===== src/sv/microprogram_sequencer_assert.svh =====
// Assertion macros for the microprogram sequencer.
`ifndef MICROPROGRAM_SEQUENCER_ASSERT_SVH
`define MICROPROGRAM_SEQUENCER_ASSERT_SVH

// Same-cycle implication, sampled on clk_i, off while rst_ni is low.
`define MSQ_ASSERT_NOW(name, ante, cons) \
  name: assert property (@(posedge clk_i) disable iff (!rst_ni) (ante) |-> (cons)) \
    else $error("msq assertion failed");

// Next-cycle implication, sampled on clk_i, off while rst_ni is low.
`define MSQ_ASSERT_NEXT(name, ante, cons) \
  name: assert property (@(posedge clk_i) disable iff (!rst_ni) (ante) |=> (cons)) \
    else $error("msq assertion failed");

`endif


===== src/sv/msq_pkg.sv =====
// Types and constants shared by the microprogram sequencer files.
`default_nettype none
package msq_pkg;

  localparam int unsigned DATA_W = 12;
  localparam int unsigned OP_W   = 4;

  typedef enum logic [OP_W-1:0] {
    OP_JZ   = 4'd0,
    OP_CJS  = 4'd1,
    OP_JMAP = 4'd2,
    OP_CJP  = 4'd3,
    OP_PUSH = 4'd4,
    OP_JSRP = 4'd5,
    OP_CJV  = 4'd6,
    OP_JRP  = 4'd7,
    OP_RFCT = 4'd8,
    OP_RPCT = 4'd9,
    OP_CRTN = 4'd10,
    OP_CJPP = 4'd11,
    OP_LDCT = 4'd12,
    OP_LOOP = 4'd13,
    OP_CONT = 4'd14,
    OP_TWB  = 4'd15
  } op_e;

  typedef struct packed {
    logic [OP_W-1:0]   instruction;
    logic              cond_fail;
    logic [DATA_W-1:0] branch_data;
    logic              load_counter_n;
  } msq_in_t;

  typedef struct packed {
    logic [DATA_W-1:0] next_address;
    logic              stack_full_n;
  } msq_out_t;

  // Stack operation for one microcycle; at most one of push and pop is set.
  typedef struct packed {
    logic clear;
    logic push;
    logic pop;
  } msq_stk_ctrl_t;

endpackage
`default_nettype wire


===== src/sv/msq_stack.sv =====
// Return stack with level pointer: overwrite on full push, no-op on empty pop.
`default_nettype none
module msq_stack import msq_pkg::*; #(
  parameter int unsigned AW    = 12,
  parameter int unsigned DEPTH = 9
) (
  input  wire logic          clk_i,
  input  wire logic          rst_ni,
  input  wire msq_stk_ctrl_t ctrl_i,
  input  wire logic [AW-1:0] push_data_i,
  output logic [AW-1:0]      top_o,
  output logic               full_next_o
);

  localparam int unsigned LvlW = $clog2(DEPTH + 1);
  localparam int unsigned IdxW = (DEPTH > 1) ? $clog2(DEPTH) : 1;
  localparam logic [LvlW-1:0] LvlFull = LvlW'(DEPTH);
  localparam logic [LvlW-1:0] LvlOne  = LvlW'(1);

  logic [AW-1:0]   mem_q [DEPTH];
  logic [LvlW-1:0] level_q, level_d;
  logic [IdxW-1:0] wr_idx, rd_idx;
  logic            full;

  assign full   = (level_q >= LvlFull);
  assign wr_idx = full ? IdxW'(LvlFull - LvlOne) : IdxW'(level_q);
  // empty stack reads entry 0
  assign rd_idx = (level_q == '0) ? '0 : IdxW'(level_q - LvlOne);
  assign top_o  = mem_q[rd_idx];

  always_comb begin
    level_d = level_q;
    if (ctrl_i.clear) begin
      level_d = '0;
    end else if (ctrl_i.push) begin
      level_d = full ? LvlFull : level_q + LvlOne;
    end else if (ctrl_i.pop && (level_q != '0)) begin
      level_d = level_q - LvlOne;
    end
  end

  assign full_next_o = (level_d >= LvlFull);

  always_ff @(posedge clk_i or negedge rst_ni) begin
    if (!rst_ni) begin
      level_q <= '0;
      for (int i = 0; i < int'(DEPTH); i++) begin
        mem_q[i] <= '0;
      end
    end else begin
      level_q <= level_d;
      if (ctrl_i.push) begin
        mem_q[wr_idx] <= push_data_i;
      end
    end
  end

endmodule
`default_nettype wire


===== src/sv/microprogram_sequencer.sv =====
// One request per cycle is sustained while out_ready_i is high.
// Stage 1 registers the request; stage 2 decodes it against PC, loop counter and stack,
// updates that state and loads the result register in the same cycle.
// A stalled result with a request waiting behind it holds in_ready_o low.
// Reset (async, active low) zeroes PC, loop counter, stack level and all stack entries,
// and empties both pipeline registers.
`default_nettype none
`include "microprogram_sequencer_assert.svh"
module microprogram_sequencer import msq_pkg::*; #(
  parameter int unsigned ADDR_WIDTH  = 12,
  parameter int unsigned STACK_DEPTH = 9
) (
  input  wire logic     clk_i,
  input  wire logic     rst_ni,
  input  wire logic     in_valid_i,
  output logic          in_ready_o,
  input  wire msq_in_t  in_data_i,
  output logic          out_valid_o,
  input  wire logic     out_ready_i,
  output msq_out_t      out_data_o
);

  localparam int unsigned AW = ADDR_WIDTH;
  localparam logic [AW-1:0] AddrOne = AW'(1);

  msq_in_t       in_q;
  logic          in_valid_q;
  msq_out_t      out_q;
  logic          out_valid_q;
  logic          advance;

  logic [AW-1:0] pc_q, pc_d;
  logic [AW-1:0] cnt_q, cnt_d;
  logic [AW-1:0] d_val, y, top;
  logic          fail, cnt_nz, cnt_ld, cnt_dec, full_next;
  msq_stk_ctrl_t stk_op, stk_ctrl;

  assign advance    = in_valid_q && (!out_valid_q || out_ready_i);
  assign in_ready_o = !in_valid_q || advance;

  assign fail   = in_q.cond_fail;
  assign d_val  = AW'(in_q.branch_data);
  assign cnt_nz = (cnt_q != '0);

  always_comb begin
    y       = pc_q;
    stk_op  = '0;
    cnt_ld  = 1'b0;
    cnt_dec = 1'b0;
    case (op_e'(in_q.instruction))
      OP_JZ: begin
        y            = '0;
        stk_op.clear = 1'b1;
      end
      OP_CJS: begin
        if (!fail) begin
          y           = d_val;
          stk_op.push = 1'b1;
        end
      end
      OP_JMAP: y = d_val;
      OP_CJP, OP_CJV: y = fail ? pc_q : d_val;
      OP_PUSH: begin
        cnt_ld      = !fail;
        stk_op.push = 1'b1;
      end
      OP_JSRP: begin
        y           = fail ? cnt_q : d_val;
        stk_op.push = 1'b1;
      end
      OP_JRP: y = fail ? cnt_q : d_val;
      OP_RFCT: begin
        if (cnt_nz) begin
          y       = top;
          cnt_dec = 1'b1;
        end else begin
          stk_op.pop = 1'b1;
        end
      end
      OP_RPCT: begin
        if (cnt_nz) begin
          y       = d_val;
          cnt_dec = 1'b1;
        end
      end
      OP_CRTN: begin
        if (!fail) begin
          y          = top;
          stk_op.pop = 1'b1;
        end
      end
      OP_CJPP: begin
        if (!fail) begin
          y          = d_val;
          stk_op.pop = 1'b1;
        end
      end
      OP_LDCT: cnt_ld = 1'b1;
      OP_LOOP: begin
        if (fail) begin
          y = top;
        end else begin
          stk_op.pop = 1'b1;
        end
      end
      OP_CONT: y = pc_q;
      OP_TWB: begin
        if (cnt_nz) begin
          cnt_dec = 1'b1;
          if (fail) begin
            y = top;
          end else begin
            stk_op.pop = 1'b1;
          end
        end else begin
          stk_op.pop = 1'b1;
          y          = fail ? d_val : pc_q;
        end
      end
      default: y = pc_q;
    endcase
  end

  // external counter load overrides any decrement
  always_comb begin
    if (!in_q.load_counter_n || cnt_ld) begin
      cnt_d = d_val;
    end else if (cnt_dec) begin
      cnt_d = cnt_q - AddrOne;
    end else begin
      cnt_d = cnt_q;
    end
  end

  assign pc_d = y + AddrOne;

  assign stk_ctrl.clear = stk_op.clear && advance;
  assign stk_ctrl.push  = stk_op.push && advance;
  assign stk_ctrl.pop   = stk_op.pop && advance;

  msq_stack #(
    .AW    (AW),
    .DEPTH (STACK_DEPTH)
  ) u_stack (
    .clk_i       (clk_i),
    .rst_ni      (rst_ni),
    .ctrl_i      (stk_ctrl),
    .push_data_i (pc_q),
    .top_o       (top),
    .full_next_o (full_next)
  );

  always_ff @(posedge clk_i or negedge rst_ni) begin
    if (!rst_ni) begin
      in_valid_q  <= 1'b0;
      out_valid_q <= 1'b0;
      pc_q        <= '0;
      cnt_q       <= '0;
    end else begin
      if (in_valid_i && in_ready_o) begin
        in_valid_q <= 1'b1;
      end else if (advance) begin
        in_valid_q <= 1'b0;
      end
      if (advance) begin
        out_valid_q <= 1'b1;
        pc_q        <= pc_d;
        cnt_q       <= cnt_d;
      end else if (out_ready_i) begin
        out_valid_q <= 1'b0;
      end
    end
  end

  always_ff @(posedge clk_i) begin
    if (in_valid_i && in_ready_o) begin
      in_q <= in_data_i;
    end
    if (advance) begin
      out_q.next_address <= DATA_W'(y);
      out_q.stack_full_n <= !full_next;
    end
  end

  assign out_valid_o = out_valid_q;
  assign out_data_o  = out_q;

  `MSQ_ASSERT_NOW(a_no_bubble, in_valid_q && !out_valid_q, advance)
  `MSQ_ASSERT_NEXT(a_result_loaded, advance, out_valid_q)
  `MSQ_ASSERT_NEXT(a_jz_empties, advance && (in_q.instruction == OP_JZ), out_q.stack_full_n)

endmodule
`default_nettype wire

===== config.mk =====
export PLATFORM = sky130hd
export DESIGN_NAME = microprogram_sequencer
export DESIGN_NICKNAME = d
export VERILOG_FILES = /design/src/sv/msq_pkg.sv /design/src/sv/msq_stack.sv /design/src/sv/microprogram_sequencer.sv
export VERILOG_INCLUDE_DIRS = /design/src /design/src/sv
export SDC_FILE = /design/constraint.sdc
export NUM_CORES = 1
export LEC_CHECK = 0
export BUFFER_PORTS_ARGS = -buffer_cell sky130_fd_sc_hd__buf_2
export CAP_MARGIN = 20
export CELL_PAD_IN_SITES_DETAIL_PLACEMENT = 1
export CELL_PAD_IN_SITES_GLOBAL_PLACEMENT = 2
export CORE_UTILIZATION = 40
export CTS_CLUSTER_DIAMETER = 150
export DETAILED_ROUTE_END_ITERATION = 8
export HOLD_SLACK_MARGIN = 0.06
export PLACE_DENSITY_LB_ADDON = 0.12
export SYNTH_ARGS = -nofsm -noshare
export SYNTH_HDL_FRONTEND = slang
export SYNTH_SLANG_ARGS = --single-unit

===== constraint.sdc =====
create_clock -name clk_i -period 5.3 [get_ports clk_i]
set_input_delay 0.265 -clock clk_i [delete_from_list [all_inputs] [get_ports clk_i]]
set_output_delay 0.265 -clock clk_i [all_outputs]
set_load 0.01 [all_outputs]

==> results of run 1 <==
area by class of cell:
type / count / share of cell area (%)
clock buffer: 17 / 3.82
clock inverter: 15 / 1.70
inverter: 16 / 0.540
multi-input combinational: 718 / 45.1
sequential: 169 / 39.4
tap: 319 / 3.59
timing repair buffer: 90 / 5.84
routing by layer:
layer | GRT usage, % | up-vias
met5 | 0 | -
met4 | 6.18 | 0
met3 | 3.38 | 26
met2 | 42.9 | 205
met1 | 41.9 | 4196
li1 | - | 3736
critical path: cells and delay by family, from the launching register on:
kind / cells / cell delay [ns]
compound gates: 6 / 1.66
simple gates: 4 / 1.39
flops: 1 / 0.56
buf+inv: 2 / 0.35
fa+ha+maj: 1 / 0.17
power by group through the flow:
stage               clock [mW]  sequential, mW  combinational, mW
floorplan                    0            1.81               1.58
global placement             0            2.14               2.11
detailed placement           0            2.14               2.14
CTS                       1.34            2.12               2.16
global route              1.38            2.17               2.36
finish                    1.32            2.13               2.17
timing repair:
action                                 in CTS  in global routing
gates resized for setup                     0                  0
endpoints found under the hold margin      93                  0
hold buffers                               20                  0
Yosys cell counts, types with 11 or more instances:
cell type,number
sky130_fd_sc_hd__a21oi_1,61
sky130_fd_sc_hd__buf_2,12
sky130_fd_sc_hd__a31oi_1,15
sky130_fd_sc_hd__nor3_1,26
sky130_fd_sc_hd__and3_1,12
sky130_fd_sc_hd__mux2_2,117
sky130_fd_sc_hd__nor2b_1,11
sky130_fd_sc_hd__nor2_1,59
sky130_fd_sc_hd__mux2i_1,14
sky130_fd_sc_hd__dfrtp_1,138
sky130_fd_sc_hd__a221oi_1,12
sky130_fd_sc_hd__nand3_1,26
sky130_fd_sc_hd__clkbuf_1,61
sky130_fd_sc_hd__nand2_1,79
sky130_fd_sc_hd__inv_1,15
sky130_fd_sc_hd__edfxtp_1,31
sky130_fd_sc_hd__o21ai_0,83
cell families after synthesis:
logic type | share of synthesized area [%]
AO/OA/AOI/OAI | 20.1
AND/OR/NAND/NOR | 14.3
flip-flops | 44.7
multiplexers | 14.9
buffers and inverters | 4.44
XOR/XNOR | 0.983
adder cells (fa/ha/maj) | 0.638
per-stage QoR:
| stage | cell area [µm²] | total power [mW] | hold slack (ns) | worst slack, ns |
|---|---|---|---|---|
| floorplan | 9800 | 3.39 | -0.0306 | 1.32 |
| finish | 11100 | 5.62 | 0.0975 | 1.09 |
| CTS | 11100 | 5.63 | 0.0844 | 1.15 |
| detailed placement | 10300 | 4.28 | 0.337 | 1.15 |
| global placement | 10300 | 4.25 | 0.339 | 1.23 |
| global route | 11100 | 5.91 | 0.126 | 0.839 |
worst paths after layout:
check                                           to  slack (ns)  cells after the start
max                           pc_q[11]$_DFFE_PN0P_        1.09                     13
min                        out_valid_o$_DFFE_PN0P_         0.1                      3
max reg2reg                   pc_q[11]$_DFFE_PN0P_        1.09                     13
min reg2reg                out_valid_o$_DFFE_PN0P_        0.49                      1
max in group asynchronous     pc_q[11]$_DFFE_PN0P_        3.54                      3
min in group asynchronous     cnt_q[0]$_DFFE_PN0P_        0.41                      2
registers in the layout, summed over array words and instances, names as in the netlist:
register	count
pc_q	12
out_valid_o	1
u_stack.level_q	4
fail	1
out_data_o	13
cnt_q	12
in_q	5
in_valid_q	1
u_stack.mem_q	108
d_val	12
==> flow_results.xml, run 1 <==
<?xml version="1.0" encoding="UTF-8"?>
<metrics>
  <group name="finish">
    <metric name="post_route_cells_drive_above_1_share" unit="%">24.2</metric>
    <metric name="commonest_cells_after_routing_fill_and_taps_aside" unit="">sky130_fd_sc_hd__dfrtp_1, sky130_fd_sc_hd__mux2_2, sky130_fd_sc_hd__o21ai_0</metric>
    <metric name="filler_cell_count" unit="">2636</metric>
    <metric name="antennaDiodeCount" unit="">0</metric>
    <metric name="final-seq-area" unit="µm²">4390</metric>
    <metric name="finish.net_count" unit="">1039</metric>
    <metric name="finalNonFillerCells" unit="">1344</metric>
    <metric name="multi_input_area" unit="µm²">5020</metric>
    <metric name="area_growth_syn_to_layout" unit="%">13.5</metric>
    <metric name="final_core_utilization" unit="%">46.8</metric>
    <metric name="mostFrequentLayoutCell" unit="">sky130_fd_sc_hd__dfrtp_1</metric>
  </group>
  <group name="logic_synthesis">
    <metric name="netlist.top_cell.by_area" unit="">sky130_fd_sc_hd__dfrtp_1</metric>
    <metric name="postSynthCellCount" unit="">986</metric>
    <metric name="synthesis.yosys.warnings" unit="">0</metric>
    <metric name="flops_latches_synth" unit="">169</metric>
    <metric name="synth_cell_type_count" unit="">87</metric>
    <metric name="async_reset_ff_share" unit="%">81.7</metric>
    <metric name="syn-mean-instance-area" unit="µm²">9.94</metric>
    <metric name="synth_fp_nets" unit="">1013</metric>
    <metric name="yosys-top-cells-area" unit="">sky130_fd_sc_hd__dfrtp_1, sky130_fd_sc_hd__mux2_2, sky130_fd_sc_hd__edfxtp_1</metric>
    <metric name="post_synth_top_area_share" unit="%">35.2</metric>
    <metric name="synth.cell_area" unit="µm²">9800</metric>
    <metric name="yosysSeqAreaShare" unit="%">44.7</metric>
    <metric name="synth-edff-count" unit="">31</metric>
    <metric name="ys_dominant_reg_cell" unit="">sky130_fd_sc_hd__dfrtp_1</metric>
  </group>
  <group name="worst_setup_path">
    <metric name="worstPathMaxFanout" unit="">16</metric>
    <metric name="critPathKind" unit="">reg2reg</metric>
    <metric name="cp-startpoint" unit="">u_stack.level_q[1]$_DFF_PN0_</metric>
    <metric name="ordered_list_of_cells_on_the_worst_path" unit="">inv_1, ha_1, buf_4, or3b_1, a21boi_0, a211oi_1, o31ai_1, a31oi_1, o211ai_1, and3_4, nand3_4, or3_1, a31oi_1</metric>
    <metric name="critical_path.startpoint_type" unit="">flop</metric>
    <metric name="worst-endpoint-required" unit="ns">5.66</metric>
    <metric name="timing.critical_path.slowest_stage_cell" unit="">sky130_fd_sc_hd__or3b_1</metric>
    <metric name="rr_startpoint" unit="">u_stack.level_q[1]$_DFF_PN0_</metric>
    <metric name="end_kind" unit="">flop</metric>
    <metric name="worst_path_most_repeated_cell" unit="">sky130_fd_sc_hd__a31oi_1</metric>
    <metric name="timing.critical_path.slowest_cell_delay" unit="ns">0.62</metric>
    <metric name="critical_path_arrival" unit="ns">4.57</metric>
  </group>
  <group name="global_route">
    <metric name="number_of_global_route_vias_before_repair" unit="">8231</metric>
    <metric name="grt_start_max_net_pins" unit="">76</metric>
    <metric name="grt_use_total" unit="%">28.0</metric>
    <metric name="globalRouteOverflowTotal" unit="">0</metric>
    <metric name="grt_first_pass_wirelength" unit="µm">51900</metric>
    <metric name="number_of_antenna_violations_at_the_first_check_in_global_routing" unit="">0</metric>
  </group>
  <group name="die">
    <metric name="ios" unit="">37</metric>
    <metric name="floorplan.die_area" unit="µm²">25100</metric>
    <metric name="die_y" unit="µm">159</metric>
    <metric name="initial_utilization" unit="%">41.3</metric>
    <metric name="die_w" unit="µm">159</metric>
    <metric name="fp-row-count" unit="">56</metric>
    <metric name="fp.coreArea" unit="µm²">23800</metric>
  </group>
  <group name="detailed_routing">
    <metric name="drt-vias-per-instance" unit="">6.07</metric>
    <metric name="drt-met1-wl" unit="µm">16700</metric>
    <metric name="top_layer_used" unit="">met4</metric>
    <metric name="drtPass1Iterations" unit="">5</metric>
    <metric name="post-route-drc-count" unit="">0</metric>
    <metric name="totalWireLength" unit="µm">33500</metric>
    <metric name="wire_per_inst" unit="µm">24.9</metric>
    <metric name="wl_met2" unit="µm">14900</metric>
    <metric name="drt_iter0_markers" unit="">557</metric>
    <metric name="route.met3.wl" unit="µm">1480</metric>
    <metric name="route.vias.total" unit="">8163</metric>
    <metric name="antenna_left" unit="">0</metric>
  </group>
  <group name="power_and_ir_drop">
    <metric name="ir_drop" unit="mV">0.230</metric>
    <metric name="portion_of_total_power_attributed_to_the_clock_network" unit="%">23.5</metric>
    <metric name="leakage" unit="nW">4.69</metric>
    <metric name="comb_power_share" unit="%">38.6</metric>
    <metric name="seq_power_share" unit="%">37.9</metric>
    <metric name="internal-power" unit="mW">3.13</metric>
    <metric name="power_dens_cells" unit="nW/µm²">505</metric>
    <metric name="net_switching_power_figure" unit="mW">2.49</metric>
    <metric name="p_sw_share" unit="%">44.3</metric>
  </group>
  <group name="timing">
    <metric name="max_slew.worst_pin.slew" unit="ns">0.991</metric>
    <metric name="final_max_slew_viol_count" unit="">0</metric>
    <metric name="timing_hold_violations_final" unit="">0</metric>
    <metric name="unrepaired_setup_endpoints_after_global_routing" unit="">false</metric>
    <metric name="finalWorstPathRequiredPeriod" unit="ns">4.21</metric>
    <metric name="final.setup.tns" unit="ns">0</metric>
    <metric name="maxClockFrequency" unit="MHz">237</metric>
    <metric name="finalClockSkew" unit="ns">0.0258</metric>
    <metric name="report.final.setup_viol" unit="">0</metric>
    <metric name="finalCritPeriodShare" unit="%">79.5</metric>
    <metric name="worst_slew_margin_rel" unit="%">34.0</metric>
  </group>
  <group name="placement">
    <metric name="port_buffers" unit="">36</metric>
    <metric name="dp.final_hpwl" unit="µm">23600</metric>
    <metric name="placedCellCount" unit="">1290</metric>
    <metric name="placer_congestion" unit="">0.845</metric>
  </group>
  <group name="hold_path">
    <metric name="worst_hold_path_type" unit="">in2reg</metric>
    <metric name="hold_path_startpoint" unit="">out_ready_i</metric>
  </group>
  <group name="clock_tree">
    <metric name="clock_tree.htree_level_count" unit="">4</metric>
    <metric name="tritoncts_num_sinks" unit="">169</metric>
    <metric name="cts_tree" unit="">done</metric>
    <metric name="setup_fix_buffers_added_after_clock_tree_synthesis" unit="">0</metric>
    <metric name="bufs_on_longest_clock_path" unit="">2</metric>
    <metric name="cts.reportedPaths.clkPinSlew" unit="ns">0.09</metric>
    <metric name="worst_skew_pair.late_latency" unit="ns">0.45</metric>
    <metric name="library_cell_used_as_clock_root_buffer" unit="">sky130_fd_sc_hd__clkbuf_16</metric>
    <metric name="cts_buffers" unit="">17</metric>
  </group>
  <group name="run_status">
    <metric name="result_of_the_run" unit="">completed</metric>
  </group>
  <group name="flow_run">
    <metric name="timing.max_cap.violations" unit="">0</metric>
  </group>
</metrics>
No activity file was read; power rests on OpenSTA's default activity.
==> inputs of run 2 (changes only) <==
- clock period: 5.3 -> 4.3 ns (I/O delays scaled with it)
==> run 2 against run 1 <==
  * Sequential share of layout area fell by 0.43 points
  * Non-clock buffer count up 16
  * Setup slack worse by 0.82 ns
  * Critical path type unchanged
  * Largest cell class unchanged
==> flow_results.xml, run 2 (synthesized netlist as in run 1, its figures left out) <==
<?xml version="1.0" encoding="UTF-8"?>
<metrics>
  <group name="die">
    <metric name="fp.coreArea" unit="µm²">23800</metric>
    <metric name="die_w" unit="µm">159</metric>
    <metric name="ios" unit="">37</metric>
    <metric name="floorplan.die_area" unit="µm²">25100</metric>
    <metric name="fp-row-count" unit="">56</metric>
    <metric name="initial_utilization" unit="%">41.3</metric>
    <metric name="die_y" unit="µm">159</metric>
  </group>
  <group name="timing">
    <metric name="max_slew.worst_pin.slew" unit="ns">1.04</metric>
    <metric name="final.setup.tns" unit="ns">0</metric>
    <metric name="timing_hold_violations_final" unit="">0</metric>
    <metric name="finalWorstPathRequiredPeriod" unit="ns">4.03</metric>
    <metric name="finalClockSkew" unit="ns">0.0179</metric>
    <metric name="report.final.setup_viol" unit="">0</metric>
    <metric name="finalCritPeriodShare" unit="%">93.7</metric>
    <metric name="final_max_slew_viol_count" unit="">0</metric>
    <metric name="unrepaired_setup_endpoints_after_global_routing" unit="">false</metric>
    <metric name="maxClockFrequency" unit="MHz">248</metric>
    <metric name="worst_slew_margin_rel" unit="%">30.6</metric>
  </group>
  <group name="clock_tree">
    <metric name="library_cell_used_as_clock_root_buffer" unit="">sky130_fd_sc_hd__clkbuf_16</metric>
    <metric name="cts_tree" unit="">done</metric>
    <metric name="worst_skew_pair.late_latency" unit="ns">0.44</metric>
    <metric name="setup_fix_buffers_added_after_clock_tree_synthesis" unit="">0</metric>
    <metric name="cts_buffers" unit="">17</metric>
    <metric name="clock_tree.htree_level_count" unit="">4</metric>
    <metric name="bufs_on_longest_clock_path" unit="">2</metric>
    <metric name="cts.reportedPaths.clkPinSlew" unit="ns">0.08</metric>
    <metric name="tritoncts_num_sinks" unit="">169</metric>
  </group>
  <group name="detailed_routing">
    <metric name="drt-vias-per-instance" unit="">6.05</metric>
    <metric name="post-route-drc-count" unit="">0</metric>
    <metric name="drt_iter0_markers" unit="">667</metric>
    <metric name="totalWireLength" unit="µm">33500</metric>
    <metric name="route.vias.total" unit="">8222</metric>
    <metric name="drtPass1Iterations" unit="">5</metric>
    <metric name="antenna_left" unit="">0</metric>
    <metric name="wire_per_inst" unit="µm">24.6</metric>
  </group>
  <group name="finish">
    <metric name="antennaDiodeCount" unit="">0</metric>
    <metric name="post_route_cells_drive_above_1_share" unit="%">25.3</metric>
    <metric name="area_growth_syn_to_layout" unit="%">14.8</metric>
    <metric name="number_of_flip_flops_in_the_largest_register" unit="">108</metric>
    <metric name="finalNonFillerCells" unit="">1360</metric>
    <metric name="commonest_cells_after_routing_fill_and_taps_aside" unit="">sky130_fd_sc_hd__dfrtp_1, sky130_fd_sc_hd__mux2_2, sky130_fd_sc_hd__o21ai_0</metric>
    <metric name="finish.net_count" unit="">1055</metric>
    <metric name="most_flop_heavy_register" unit="">u_stack.mem_q</metric>
    <metric name="mostFrequentLayoutCell" unit="">sky130_fd_sc_hd__dfrtp_1</metric>
  </group>
  <group name="global_route">
    <metric name="grt_start_max_net_pins" unit="">85</metric>
    <metric name="globalRouteOverflowTotal" unit="">0</metric>
    <metric name="grt_first_pass_wirelength" unit="µm">51500</metric>
    <metric name="number_of_global_route_vias_before_repair" unit="">8183</metric>
    <metric name="number_of_antenna_violations_at_the_first_check_in_global_routing" unit="">0</metric>
    <metric name="grt_use_total" unit="%">28.0</metric>
  </group>
  <group name="power_and_ir_drop">
    <metric name="ir_drop" unit="mV">0.361</metric>
    <metric name="power_dens_cells" unit="nW/µm²">624</metric>
    <metric name="internal-power" unit="mW">3.97</metric>
    <metric name="net_switching_power_figure" unit="mW">3.05</metric>
    <metric name="seq_power_share" unit="%">36.1</metric>
    <metric name="p_sw_share" unit="%">43.4</metric>
    <metric name="leakage" unit="nW">4.77</metric>
    <metric name="portion_of_total_power_attributed_to_the_clock_network" unit="%">23.4</metric>
    <metric name="totalPowerFinal" unit="mW">7.02</metric>
    <metric name="comb_power_share" unit="%">40.5</metric>
  </group>
  <group name="placement">
    <metric name="placer_congestion" unit="">0.861</metric>
    <metric name="placedCellCount" unit="">1307</metric>
    <metric name="port_buffers" unit="">36</metric>
    <metric name="dp.final_hpwl" unit="µm">23200</metric>
  </group>
  <group name="worst_setup_path">
    <metric name="worst-endpoint-required" unit="ns">4.61</metric>
    <metric name="critPathKind" unit="">reg2reg</metric>
    <metric name="critical_path_arrival" unit="ns">4.34</metric>
    <metric name="rr_endpoint" unit="">pc_q[10]$_DFFE_PN0P_</metric>
    <metric name="timing.reg2reg.worst_path_depth" unit="">12</metric>
    <metric name="end_kind" unit="">flop</metric>
    <metric name="worstPathMaxFanout" unit="">25</metric>
    <metric name="rr_startpoint" unit="">cnt_q[0]$_DFFE_PN0P_</metric>
    <metric name="reg2reg_setup_slack" unit="ns">0.27</metric>
    <metric name="cp-startpoint" unit="">cnt_q[0]$_DFFE_PN0P_</metric>
    <metric name="crit_end" unit="">pc_q[10]$_DFFE_PN0P_</metric>
    <metric name="critical_path.startpoint_type" unit="">flop</metric>
  </group>
  <group name="flow_run">
    <metric name="timing.max_cap.violations" unit="">0</metric>
  </group>
  <group name="hold_path">
    <metric name="worst_hold_path_type" unit="">in2async</metric>
  </group>
  <group name="run_status">
    <metric name="result_of_the_run" unit="">completed</metric>
  </group>
</metrics>
-- run 2: cell count changes in the layout (fill, tap and decap cells not counted) --
cell / delta
sky130_fd_sc_hd__buf_4: +18
sky130_fd_sc_hd__buf_6: -1
sky130_fd_sc_hd__bufinv_16: +1
sky130_fd_sc_hd__clkbuf_2: -1
sky130_fd_sc_hd__clkbuf_8: -1
sky130_fd_sc_hd__clkinv_4: -1
sky130_fd_sc_hd__clkinvlp_4: +1
sky130_fd_sc_hd__dlygate4sd3_1: +1
sky130_fd_sc_hd__inv_12: -2
sky130_fd_sc_hd__inv_8: +1
-- run 2: power by group through the flow --
stage | registers [mW] | logic [mW] | clock network, mW
global placement | 2.54 | 2.76 | 0
floorplan | 2.23 | 1.94 | 0
detailed placement | 2.55 | 2.77 | 0
finish | 2.54 | 2.84 | 1.64
global route | 2.59 | 3.07 | 1.74
CTS | 2.52 | 2.82 | 1.69
-- run 2: final cells by class --
type                    count  area, µm²
flip-flops and latches    169       4390
inverters                  16       60.1
multi-input cells         718       5020
repair buffers            106        764
clock inverters            15        196
fillers                  2640      12500
clock buffers              17        425
well taps                 319        399
-- run 2: worst max-delay path, stage by stage (launching register included) --
cell	delay, ns
sky130_fd_sc_hd__dfrtp_1	0.43
sky130_fd_sc_hd__inv_1	0.08
sky130_fd_sc_hd__ha_1	0.19
sky130_fd_sc_hd__or4b_2	0.70
sky130_fd_sc_hd__or4_4	0.63
sky130_fd_sc_hd__nand2_1	0.26
sky130_fd_sc_hd__a21oi_1	0.09
sky130_fd_sc_hd__a2111oi_0	0.66
sky130_fd_sc_hd__a21oi_1	0.21
sky130_fd_sc_hd__and3_4	0.27
sky130_fd_sc_hd__nand4_1	0.11
sky130_fd_sc_hd__xor2_1	0.14
sky130_fd_sc_hd__o21ai_0	0.11
-- run 2: metrics by stage --
| stage | worst slack [ns] | hold slack (ns) | cell area (µm²) | utilization, % |
|---|---|---|---|---|
| after CTS | 0.343 | 0.452 | 11200 | 47.4 |
| after detailed placement | 0.380 | 0.356 | 10400 | 43.9 |
| final | 0.269 | 0.385 | 11200 | 47.4 |
| after global placement | 0.384 | 0.333 | 10400 | 43.9 |
| after global routing | 0.121 | 0.478 | 11200 | 47.4 |
| after floorplan | 0.319 | -0.0806 | 9800 | - |
-- run 2: worst min path at each step --
stage                                       to  depth (start not counted)  slack (ns)
after CTS                 cnt_q[3]$_DFFE_PN0P_                          2        0.45
final                     cnt_q[3]$_DFFE_PN0P_                          2        0.38
after global routing      cnt_q[4]$_DFFE_PN0P_                          2        0.48
after global placement    cnt_q[2]$_DFFE_PN0P_                          1        0.33
after detailed placement  cnt_q[3]$_DFFE_PN0P_                          1        0.36
after floorplan           cnt_q[0]$_DFFE_PN0P_                          0       -0.08
-- run 2: per-layer routing --
| metal | wire [µm] | global-route usage (%) | vias up |
|---|---|---|---|
| met2 | 14700 | 41.5 | 244 |
| li1 | - | - | 3756 |
| met4 | 609 | 7.74 | 0 |
| met5 | 0 | 0 | - |
| met3 | 1720 | 4.55 | 36 |
| met1 | 16500 | 41.8 | 4186 |
-- run 2: repair_timing --
item	in CTS	in global routing
setup endpoints to repair	0	0
endpoints found under the hold margin	102	0
hold buffers	21	0
resized for setup	0	0
==> inputs of run 3 (changes only) <==
- clock period: 4.3 -> 4.05 ns (I/O delays scaled with it)
==> run 3 against run 2 <==
  * Non-clock buffer count increased by 10
  * Critical path depth unchanged
  * Core utilization is 0.34 points higher
  * First-iteration DRC count down 12%
  * Wire length down 0.44%
  * Hold slack lost 0.030 ns
  * Clock power grew 5%
  * Flip-flop and latch count unchanged
  * Cell area up 0.71%
  * Largest power group unchanged
==> flow_results.xml, run 3 (synthesized netlist as in run 1, its figures left out) <==
<?xml version="1.0" encoding="UTF-8"?>
<metrics>
  <group name="detailed_routing">
    <metric name="post-route-drc-count" unit="">0</metric>
    <metric name="route.vias.total" unit="">8299</metric>
    <metric name="antenna_left" unit="">0</metric>
    <metric name="drt-vias-per-instance" unit="">6.06</metric>
    <metric name="drt_iter0_markers" unit="">588</metric>
    <metric name="totalWireLength" unit="µm">33300</metric>
    <metric name="wire_per_inst" unit="µm">24.3</metric>
    <metric name="drtPass1Iterations" unit="">4</metric>
  </group>
  <group name="finish">
    <metric name="finish.net_count" unit="">1065</metric>
    <metric name="mostFrequentLayoutCell" unit="">sky130_fd_sc_hd__dfrtp_1</metric>
    <metric name="number_of_flip_flops_in_the_largest_register" unit="">108</metric>
    <metric name="area_growth_syn_to_layout" unit="%">15.6</metric>
    <metric name="final_core_utilization" unit="%">47.7</metric>
    <metric name="antennaDiodeCount" unit="">0</metric>
    <metric name="commonest_cells_after_routing_fill_and_taps_aside" unit="">sky130_fd_sc_hd__dfrtp_1, sky130_fd_sc_hd__mux2_2, sky130_fd_sc_hd__o21ai_0</metric>
    <metric name="most_flop_heavy_register" unit="">u_stack.mem_q</metric>
    <metric name="post_route_cells_drive_above_1_share" unit="%">25.9</metric>
  </group>
  <group name="timing">
    <metric name="timing_hold_violations_final" unit="">0</metric>
    <metric name="unrepaired_setup_endpoints_after_global_routing" unit="">false</metric>
    <metric name="max_slew.worst_pin.slew" unit="ns">0.982</metric>
    <metric name="maxClockFrequency" unit="MHz">266</metric>
    <metric name="finalClockSkew" unit="ns">0.0175</metric>
    <metric name="final_max_slew_viol_count" unit="">0</metric>
    <metric name="finalCritPeriodShare" unit="%">92.9</metric>
    <metric name="finalWorstPathRequiredPeriod" unit="ns">3.76</metric>
    <metric name="worst_slew_margin_rel" unit="%">34.5</metric>
    <metric name="report.final.setup_viol" unit="">0</metric>
    <metric name="final.setup.tns" unit="ns">0</metric>
  </group>
  <group name="run_status">
    <metric name="result_of_the_run" unit="">completed</metric>
  </group>
  <group name="power_and_ir_drop">
    <metric name="leakage" unit="nW">4.82</metric>
    <metric name="power_dens_cells" unit="nW/µm²">659</metric>
    <metric name="totalPowerFinal" unit="mW">7.47</metric>
    <metric name="ir_drop" unit="mV">0.276</metric>
  </group>
  <group name="placement">
    <metric name="dp.final_hpwl" unit="µm">23600</metric>
    <metric name="port_buffers" unit="">36</metric>
    <metric name="placer_congestion" unit="">0.878</metric>
  </group>
  <group name="clock_tree">
    <metric name="library_cell_used_as_clock_root_buffer" unit="">sky130_fd_sc_hd__clkbuf_16</metric>
    <metric name="cts_tree" unit="">done</metric>
    <metric name="worst_skew_pair.late_latency" unit="ns">0.44</metric>
    <metric name="tritoncts_num_sinks" unit="">169</metric>
    <metric name="cts.repair.resized" unit="">0</metric>
    <metric name="cts_buffers" unit="">17</metric>
    <metric name="cts.reportedPaths.clkPinSlew" unit="ns">0.07</metric>
    <metric name="bufs_on_longest_clock_path" unit="">2</metric>
    <metric name="setup_fix_buffers_added_after_clock_tree_synthesis" unit="">0</metric>
    <metric name="post_cts_hold_buffer_count" unit="">22</metric>
    <metric name="clock_tree.htree_level_count" unit="">4</metric>
  </group>
  <group name="worst_setup_path">
    <metric name="end_kind" unit="">flop</metric>
    <metric name="rr_startpoint" unit="">cnt_q[0]$_DFFE_PN0P_</metric>
    <metric name="critical_path_arrival" unit="ns">4.08</metric>
    <metric name="reg2reg_setup_slack" unit="ns">0.29</metric>
    <metric name="critPathKind" unit="">reg2reg</metric>
    <metric name="critical_path.startpoint_type" unit="">flop</metric>
    <metric name="rr_endpoint" unit="">pc_q[9]$_DFFE_PN0P_</metric>
    <metric name="worstPathMaxFanout" unit="">25</metric>
    <metric name="timing.reg2reg.worst_path_depth" unit="">12</metric>
    <metric name="worst-endpoint-required" unit="ns">4.37</metric>
  </group>
  <group name="die">
    <metric name="ios" unit="">37</metric>
    <metric name="die_y" unit="µm">159</metric>
    <metric name="die_w" unit="µm">159</metric>
    <metric name="fp-row-count" unit="">56</metric>
    <metric name="fp.coreArea" unit="µm²">23800</metric>
    <metric name="floorplan.die_area" unit="µm²">25100</metric>
    <metric name="initial_utilization" unit="%">41.3</metric>
  </group>
  <group name="hold_path">
    <metric name="worst_hold_path_type" unit="">in2async</metric>
  </group>
  <group name="global_route">
    <metric name="globalRouteOverflowTotal" unit="">0</metric>
    <metric name="grt_use_total" unit="%">28.1</metric>
    <metric name="number_of_global_route_vias_before_repair" unit="">8319</metric>
    <metric name="grt_first_pass_wirelength" unit="µm">51900</metric>
    <metric name="number_of_antenna_violations_at_the_first_check_in_global_routing" unit="">0</metric>
    <metric name="grt_start_max_net_pins" unit="">84</metric>
  </group>
  <group name="flow_run">
    <metric name="timing.max_cap.violations" unit="">0</metric>
  </group>
</metrics>
run 3: cell count changes in the layout (fill, tap and decap cells not counted), sizes merged:
cell         delta
buf             +9
clkinv          +2
inv             -2
dlygate4sd3     +1
run 3: routing by layer:
layer	track usage, %	part of all wire (%)
met5	0	0
met4	7.42	2.0
met3	5.50	5.0
met2	42.3	44
met1	41.0	49
run 3: through the flow:
stage | setup WS, ns | cells | instance area, µm² | hold slack (ns)
after CTS | 0.318 | 1370 | 11300 | 0.413
final | 0.287 | 1370 | 11300 | 0.355
after global routing | 0.0211 | 1370 | 11300 | 0.453
after floorplan | 0.0687 | 986 | 9800 | -0.0931
after detailed placement | 0.348 | 1316 | 10500 | 0.319
after global placement | 0.448 | 1316 | 10500 | 0.319
run 3: worst max-delay path by stage:
stage	end	from
after detailed placement	pc_q[10]$_DFFE_PN0P_	cnt_q[0]$_DFFE_PN0P_
after floorplan	pc_q[11]$_DFFE_PN0P_	u_stack.level_q[0]$_DFF_PN0_
after global routing	pc_q[8]$_DFFE_PN0P_	u_stack.level_q[0]$_DFF_PN0_
final	pc_q[9]$_DFFE_PN0P_	cnt_q[0]$_DFFE_PN0P_
after CTS	pc_q[9]$_DFFE_PN0P_	cnt_q[0]$_DFFE_PN0P_
after global placement	pc_q[10]$_DFFE_PN0P_	cnt_q[0]$_DFFE_PN0P_
run 3: critical path, cell delays in order (launching register included):
cell and delay [ns]:
sky130_fd_sc_hd__dfrtp_1 0.43, sky130_fd_sc_hd__inv_1 0.07, sky130_fd_sc_hd__ha_1 0.21, sky130_fd_sc_hd__or4b_2 0.70, sky130_fd_sc_hd__or4_4 0.63, sky130_fd_sc_hd__nand2_1 0.25
sky130_fd_sc_hd__a21oi_1 0.09, sky130_fd_sc_hd__a2111oi_0 0.47, sky130_fd_sc_hd__a21oi_1 0.18, sky130_fd_sc_hd__and3_4 0.25, sky130_fd_sc_hd__nand4_1 0.11, sky130_fd_sc_hd__xor2_1 0.17
sky130_fd_sc_hd__o21ai_1 0.08
run 3: layout make-up:
| type | instances | area (µm²) |
|---|---|---|
| sequential | 169 | 4390 |
| inverter | 16 | 60.1 |
| timing repair buffer | 116 | 842 |
| multi-input combinational | 718 | 5020 |
| clock buffer | 17 | 425 |
| tap | 319 | 399 |
| clock inverter | 15 | 199 |
| fill | 2635 | 12400 |
run 3: power by group:
group / leakage [nW] / switching (mW) / total (mW) / internal (mW)
clock network: 0.300 / 0.828 / 1.72 / 0.897
logic: 2.37 / 1.86 / 3.07 / 1.21
registers: 2.14 / 0.528 / 2.67 / 2.14
